<file path="src/mns_pkg.sv">
// Shared constants, types and helpers for the melody note sequencer
package mns_pkg;

   // table and group sizing
   localparam int TABLE_DEPTH   = 256;
   localparam int MAX_GROUP     = 8;
   localparam int DURATION_BITS = 16;

   // derived widths
   localparam int ADDR_BITS  = $clog2(TABLE_DEPTH);
   localparam int PTR_BITS   = ADDR_BITS + 1;
   localparam int LEN_BITS   = 9;
   localparam int WAIT_BITS  = DURATION_BITS + 1;
   localparam int CNT_BITS   = $clog2(MAX_GROUP + 1);
   localparam int IDX_BITS   = (MAX_GROUP > 1) ? $clog2(MAX_GROUP) : 1;
   localparam int POS_BITS   = 8;
   localparam int POS_SCALE  = 255;
   localparam int DIVD_BITS  = PTR_BITS + POS_BITS;
   localparam int DSTEP_BITS = $clog2(DIVD_BITS + 1);

   // request function codes
   typedef enum logic [1:0] {
      FUNC_LOAD  = 2'd0,
      FUNC_START = 2'd1,
      FUNC_STOP  = 2'd2,
      FUNC_TICK  = 2'd3
   } func_type;

   typedef logic [PTR_BITS-1:0]  ptr_type;
   typedef logic [ADDR_BITS-1:0] addr_type;
   typedef logic [WAIT_BITS-1:0] wait_type;
   typedef logic [CNT_BITS-1:0]  cnt_type;
   typedef logic [DIVD_BITS-1:0] divd_type;

   // one stored table entry
   typedef struct packed {
      logic [2:0]               chan;
      logic [6:0]               note;
      logic [DURATION_BITS-1:0] dur;
   } entry_type;

   // one note waiting to be sent
   typedef struct packed {
      logic [2:0] chan;
      logic [6:0] note;
   } voice_type;

   // controller states
   typedef enum logic [2:0] {
      ST_IDLE,
      ST_EXEC,
      ST_READ,
      ST_NOTE,
      ST_DIV,
      ST_DIV_WAIT,
      ST_EMIT
   } state_type;

   // commands from controller to datapath
   typedef struct packed {
      logic capture;
      logic mem_write;
      logic ptr_clear;
      logic ptr_inc;
      logic run_set;
      logic run_clear;
      logic wait_clear;
      logic wait_dec;
      logic wait_load_dur;
      logic wait_one;
      logic cnt_clear;
      logic note_store;
      logic div_start;
      logic emit_clear;
      logic emit_next;
   } ctrl_cmd_type;

   // status from datapath to controller
   typedef struct packed {
      func_type func;
      logic     running;
      logic     wait_gt1;
      logic     ptr_lt_len;
      logic     len_zero;
      logic     dur_nonzero;
      logic     group_end;
      logic     div_done;
      logic     last_result;
   } dp_status_type;

   // melody length clamped to the table depth
   function automatic ptr_type eff_length(input logic [LEN_BITS-1:0] len);
      if (int'(len) > TABLE_DEPTH) begin
         return ptr_type'(TABLE_DEPTH);
      end
      return ptr_type'(len);
   endfunction

endpackage

</file>
<file path="src/mns_ctrl.sv">
// Sequencing state machine for the melody note sequencer
module mns_ctrl (
   input  logic                   clock,
   input  logic                   reset,
   input  logic                   req_valid,
   output logic                   req_ready,
   output logic                   rsp_valid,
   input  logic                   rsp_ready,
   input  mns_pkg::dp_status_type status,
   output mns_pkg::ctrl_cmd_type  cmd
);
   import mns_pkg::*;

   state_type state_ff, state_in;

   // state register
   always_ff @(posedge clock) begin
      if (reset) begin
         state_ff <= ST_IDLE;
      end else begin
         state_ff <= state_in;
      end
   end

   // next state
   always_comb begin
      state_in = state_ff;
      case (state_ff)
         ST_IDLE: begin
            if (req_valid) begin
               state_in = ST_EXEC;
            end
         end
         ST_EXEC: begin
            state_in = ST_DIV;
            case (status.func)
               FUNC_START: begin
                  if (!status.len_zero) begin
                     state_in = ST_READ;
                  end
               end
               FUNC_TICK: begin
                  if (status.running && !status.wait_gt1 && status.ptr_lt_len) begin
                     state_in = ST_READ;
                  end
               end
               default: state_in = ST_DIV;
            endcase
         end
         ST_READ: state_in = ST_NOTE;
         ST_NOTE: begin
            if (status.dur_nonzero || status.group_end) begin
               state_in = ST_DIV;
            end else begin
               state_in = ST_READ;
            end
         end
         ST_DIV:      state_in = ST_DIV_WAIT;
         ST_DIV_WAIT: begin
            if (status.div_done) begin
               state_in = ST_EMIT;
            end
         end
         ST_EMIT: begin
            if (rsp_ready && status.last_result) begin
               state_in = ST_IDLE;
            end
         end
         default: state_in = ST_IDLE;
      endcase
   end

   // outputs and datapath commands
   always_comb begin
      cmd       = '0;
      req_ready = 1'b0;
      rsp_valid = 1'b0;
      case (state_ff)
         ST_IDLE: begin
            req_ready   = 1'b1;
            cmd.capture = req_valid;
         end
         ST_EXEC: begin
            case (status.func)
               FUNC_LOAD: begin
                  cmd.mem_write = 1'b1;
                  cmd.cnt_clear = 1'b1;
               end
               FUNC_START: begin
                  cmd.ptr_clear = 1'b1;
                  cmd.cnt_clear = 1'b1;
                  if (status.len_zero) begin
                     cmd.run_clear  = 1'b1;
                     cmd.wait_clear = 1'b1;
                  end else begin
                     cmd.run_set = 1'b1;
                  end
               end
               FUNC_STOP: begin
                  cmd.ptr_clear  = 1'b1;
                  cmd.cnt_clear  = 1'b1;
                  cmd.run_clear  = 1'b1;
                  cmd.wait_clear = 1'b1;
               end
               FUNC_TICK: begin
                  cmd.cnt_clear = 1'b1;
                  if (status.running) begin
                     if (status.wait_gt1) begin
                        cmd.wait_dec = 1'b1;
                     end else begin
                        cmd.wait_clear = 1'b1;
                        if (!status.ptr_lt_len) begin
                           cmd.run_clear = 1'b1;
                        end
                     end
                  end
               end
               default: cmd = '0;
            endcase
         end
         ST_READ: cmd = '0;
         ST_NOTE: begin
            cmd.note_store = 1'b1;
            cmd.ptr_inc    = 1'b1;
            if (status.dur_nonzero) begin
               cmd.wait_load_dur = 1'b1;
            end else if (status.group_end) begin
               cmd.wait_one = 1'b1;
            end
         end
         ST_DIV: begin
            cmd.div_start  = 1'b1;
            cmd.emit_clear = 1'b1;
         end
         ST_DIV_WAIT: cmd = '0;
         ST_EMIT: begin
            rsp_valid     = 1'b1;
            cmd.emit_next = rsp_ready && !status.last_result;
         end
         default: cmd = '0;
      endcase
   end

endmodule

</file>
<file path="config.mk">
export PLATFORM = sky130hd
export DESIGN_NAME = mns_ctrl
export DESIGN_NICKNAME = d
export VERILOG_FILES = /design/src/mns_pkg.sv /design/src/mns_ctrl.sv
export SDC_FILE = /design/constraint.sdc
export NUM_CORES = 1
export LEC_CHECK = 0
export BUFFER_PORTS_ARGS = -buffer_cell sky130_fd_sc_hd__buf_2
export CORE_AREA = 4 4 41 43
export CTS_CLUSTER_DIAMETER = 120
export DETAILED_ROUTE_END_ITERATION = 12
export DIE_AREA = 0 0 45 47
export PLACE_DENSITY = 0.72
export SLEW_MARGIN = 20
export SYNTH_ARGS = -nofsm -noshare
export SYNTH_HDL_FRONTEND = slang
export SYNTH_SLANG_ARGS = --single-unit
export TNS_END_PERCENT = 50
</file>
<file path="constraint.sdc">
create_clock -name clock -period 1.82 [get_ports clock]
set_clock_uncertainty 0.1 [all_clocks]
set_input_delay 0.182 -clock clock [delete_from_list [all_inputs] [get_ports clock]]
set_output_delay 0.182 -clock clock [all_outputs]
set_load 0.01 [all_outputs]
</file>
==> results.md <==
- The flow ran to the end, and the final reports show no timing, DRC or antenna violations.
- The via count of the first global-routing pass is 479.
- The worst setup margin is 118.3 ps.
- The total negative slack is 0 ps.
- The first detailed-routing pass took 2 iterations.
- The worst slack on hold paths is 42.90 ps.
- The worst setup path is launched from a flip-flop.
- A synthesized cell averages 7.820 µm².
- The final worst-path cycle share is 93.50%.
- The effective utilization at floorplan is 36.06%.
- The detail route stage leaves a number of antenna-violating nets equal to 0.
- The number of antenna violations at the first check in global routing is 0.
- The total power of the final layout is 0.3248 mW.
- For this run, the total global-route usage over all layers was measured as 11.67%.
- The share of the yosys chip area belonging to registers is 12.80%.
- After detailed routing, the number of vias per cell comes to 4.774.
- In this run the static leakage power is 0.3450 nW.
- For this run the aggregate overflow at the end of global routing stands at 0.
- The detailed router placed 506 vias in this run.
- Cells fill 48.17% of the core in the end.
- The number of flip-flops in the largest register is 3.
- TritonCTS created 3 clock buffers.
- Wires add up to 1.112 mm.
- The arrival time at the worst endpoint is 1420 ps.
- The growth of design area from synthesis to finish is 33.60%.
- 31 I/O pins were placed.
- The maximum number of pins on one net before global-route repair is 14.
- The cell area power density is 518.1 nW/µm².
- Setup slack on the worst reg-to-reg path comes out at 350 ps.
- The part of the power in the clock network is 35.8%.
- For the pin with the worst max-slew slack, the measured transition is 231.2 ps.
- Counting along the longest clock path gives a buffer depth of 2.
- At the placement stage, the worst setup path has a slack of 342.2 ps.
- The power spent charging and discharging nets is 0.1099 mW.
- After clock tree synthesis, the repair step resized 0 gates.
- CTS built an H-tree with a depth of 1.
- After the first detailed-routing iteration, the DRC count stood at 5.
- The full die area is 2115 µm².
- The buffer type at the clock tree root is sky130_fd_sc_hd__clkbuf_4.
- The netlist uses 29 different library cells.
- In this run the worst path has a maximum fanout of 6.
- The CTS tree is yes.
- Net switching is 33.85% of the power.
- The library cells used most frequently in the layout, excluding fill and tap cells, are sky130_fd_sc_hd__buf_2 (30), sky130_fd_sc_hd__inv_1 (5), sky130_fd_sc_hd__nor3_1 (5), sky130_fd_sc_hd__nor2_1 (5), sky130_fd_sc_hd__ha_1 (5).
- In the post-synthesis netlist, the biggest area contributors are sky130_fd_sc_hd__ha_1 (13%), sky130_fd_sc_hd__dfxtp_1 (13%), sky130_fd_sc_hd__buf_6 (9.6%).
- At the end of the flow, the number of nets in the layout was 111.
- Measured against its own limit, the worst slew margin works out to 84.37%.
- The die outline width is 45 µm.
- The later pin in the worst-skew pair is clocked with a latency of 230 ps.
- The final number of max-transition violations is 0.
- The time the worst path needs with I/O delays and setup is 1702 ps.
- Setup repair after global routing left no endpoint under its margin.
- Yosys printed 0 warnings.
- The register with the most flip-flops in the final layout is state_ff.
- The number of max-capacitance violations reported is 0.
- Post-CTS timing repair inserted 0 buffers for setup.
- After detailed routing, the average wire length per cell comes to 10.49 µm.
- The worst hold path belongs to the class input pin to flip-flop.
- The area of the placeable core is 1301 µm².
- After technology mapping, the gate count stands at 60.
- From bottom edge to top edge, the die measures 47 µm.
- For this design, the CTS-stage hold fixing added 0 buffers.
- The hold violation count in the final report is 0.
- The post-route netlist has 42.86% of its cells at a drive strength greater than 1.
- The most common library cell in the layout ignoring fill and taps is sky130_fd_sc_hd__buf_2.
- The synthesized design spends more area on one cell type than any other, namely sky130_fd_sc_hd__ha_1.
- The clock transition at the registers of the reported paths is 40 ps.
- The share of power burned in registers is 22.9%.
- The maximum resistive drop on vdd is 256.1 µV.
- In the final layout, the registers with the most flip-flops are state_ff: 3 flops.
- Cell internal power was estimated by the tool at 0.2148 mW.
- The endpoint kind of the worst setup timing path is an output pin.
- For this run, design rule violations remaining after detail routing come to 0.
- The first-pass GRT wire length is 1.842 mm.
- The register bit count reported by yosys is 3.
- Setup violations remaining at the end of the flow were counted as 0.
- The number of standard-cell rows in the floorplan is 13.
- The HPWL after detailed placement is 932.9 µm.
- The total nets after synthesis is 79.
- Of the total power, combinational logic draws 41.3%.
- The final weighted congestion in routability-driven placement is 0.7308.
- The timing-limited maximum frequency is 587.6 MHz.
- The required time at the worst-slack endpoint is 1540 ps.
- The cell area that synthesis handed to floorplanning was 469.2 µm².
- By startpoint and endpoint, the worst setup path is classified as flip-flop to output pin.
- The count of clock tree sinks is 3.
- The count of port buffers added during placement is 30.
- After synthesis, the largest area contributor takes up 13.33% of total cell area.
- The number of diodes is 0.
cell families (layout without fill, tap and decap cells):
logic type               after synthesis  count (layout)  synth area share (%)
AO/OA/AOI/OAI                         13              13                 19.47
adder cells (fa/ha/maj)                5               5                 13.33
buffers and inverters                 11              42                 16.80
AND/OR/NAND/NOR                       27              27                 35.20
multiplexers                           1               1                 2.400
flip-flops                             3               3                 12.80
layer usage:
layer	vias up	track usage, %	routed length (µm)
met2	20	18.93	494
met5	-	0	0
li1	270	-	-
met4	0	3.509	0
met3	0	3.831	98
met1	216	14.71	519
power by group through the flow:
stage	Clock (mW)	Combinational, mW	Sequential, mW
5_1_grt	0.132	0.151	0.0751
4_1_cts	0.122	0.135	0.0744
3_3_place_gp	0	0.133	0.0749
2_1_floorplan	0	0.0948	0.0768
3_5_place_dp	0	0.135	0.0752
6_report	0.116	0.134	0.0743
layout make-up:
| cell class | count | area, µm² |
|---|---|---|
| fillers | 144 | 674.4 |
| multi-input cells | 46 | 330.3 |
| repair buffers | 33 | 172.7 |
| flip-flops and latches | 3 | 60.06 |
| clock buffers | 4 | 26.28 |
| inverters | 5 | 18.77 |
| well taps | 15 | 18.77 |
path summary, 6_finish.rpt:
check                                               from                        to  cells past startpoint
worst min-delay path                               reset  state_ff[1]$_SDFFE_PP0P_                      2
worst max-delay path            state_ff[0]$_SDFFE_PP0P_                    cmd[8]                      3
worst max register to register  state_ff[0]$_SDFFE_PP0P_  state_ff[1]$_SDFFE_PP0P_                      3
worst min register to register  state_ff[2]$_SDFFE_PP0P_  state_ff[1]$_SDFFE_PP0P_                      3
cell usage after synthesis:
master / number
sky130_fd_sc_hd__mux2_2: 1
sky130_fd_sc_hd__a31oi_1: 3
sky130_fd_sc_hd__o21ai_0: 1
sky130_fd_sc_hd__nor3b_4: 1
sky130_fd_sc_hd__a311oi_1: 1
sky130_fd_sc_hd__inv_1: 5
sky130_fd_sc_hd__dfxtp_1: 3
sky130_fd_sc_hd__nor4b_1: 1
sky130_fd_sc_hd__and3_1: 1
sky130_fd_sc_hd__o21a_1: 1
sky130_fd_sc_hd__a211oi_1: 1
sky130_fd_sc_hd__or3b_1: 1
sky130_fd_sc_hd__or2_1: 1
sky130_fd_sc_hd__a21oi_1: 3
sky130_fd_sc_hd__a221o_1: 1
sky130_fd_sc_hd__nand2b_1: 1
sky130_fd_sc_hd__nand3_1: 1
sky130_fd_sc_hd__ha_1: 5
sky130_fd_sc_hd__and3b_1: 1
sky130_fd_sc_hd__nor2_1: 5
sky130_fd_sc_hd__and2_1: 4
sky130_fd_sc_hd__nand2_1: 3
sky130_fd_sc_hd__nand4b_1: 1
sky130_fd_sc_hd__nand3b_1: 1
sky130_fd_sc_hd__a221o_2: 1
sky130_fd_sc_hd__buf_6: 4
sky130_fd_sc_hd__o21bai_1: 1
sky130_fd_sc_hd__nor3_1: 5
sky130_fd_sc_hd__buf_4: 2
critical path, stage by stage, from the launching register on:
cell	delay (ps)
sky130_fd_sc_hd__dfxtp_1	320
sky130_fd_sc_hd__or3b_1	460
sky130_fd_sc_hd__a211oi_1	230
sky130_fd_sc_hd__buf_2	170
per-stage QoR:
| stage | cells | area [µm²] |
|---|---|---|
| after global routing | 106 | 626.9 |
| after global placement | 102 | 600.6 |
| final | 106 | 626.9 |
| after detailed placement | 102 | 600.6 |
| after floorplan | 60 | 469.2 |
| after CTS | 106 | 626.9 |
No activity file was read; power rests on OpenSTA's default activity.
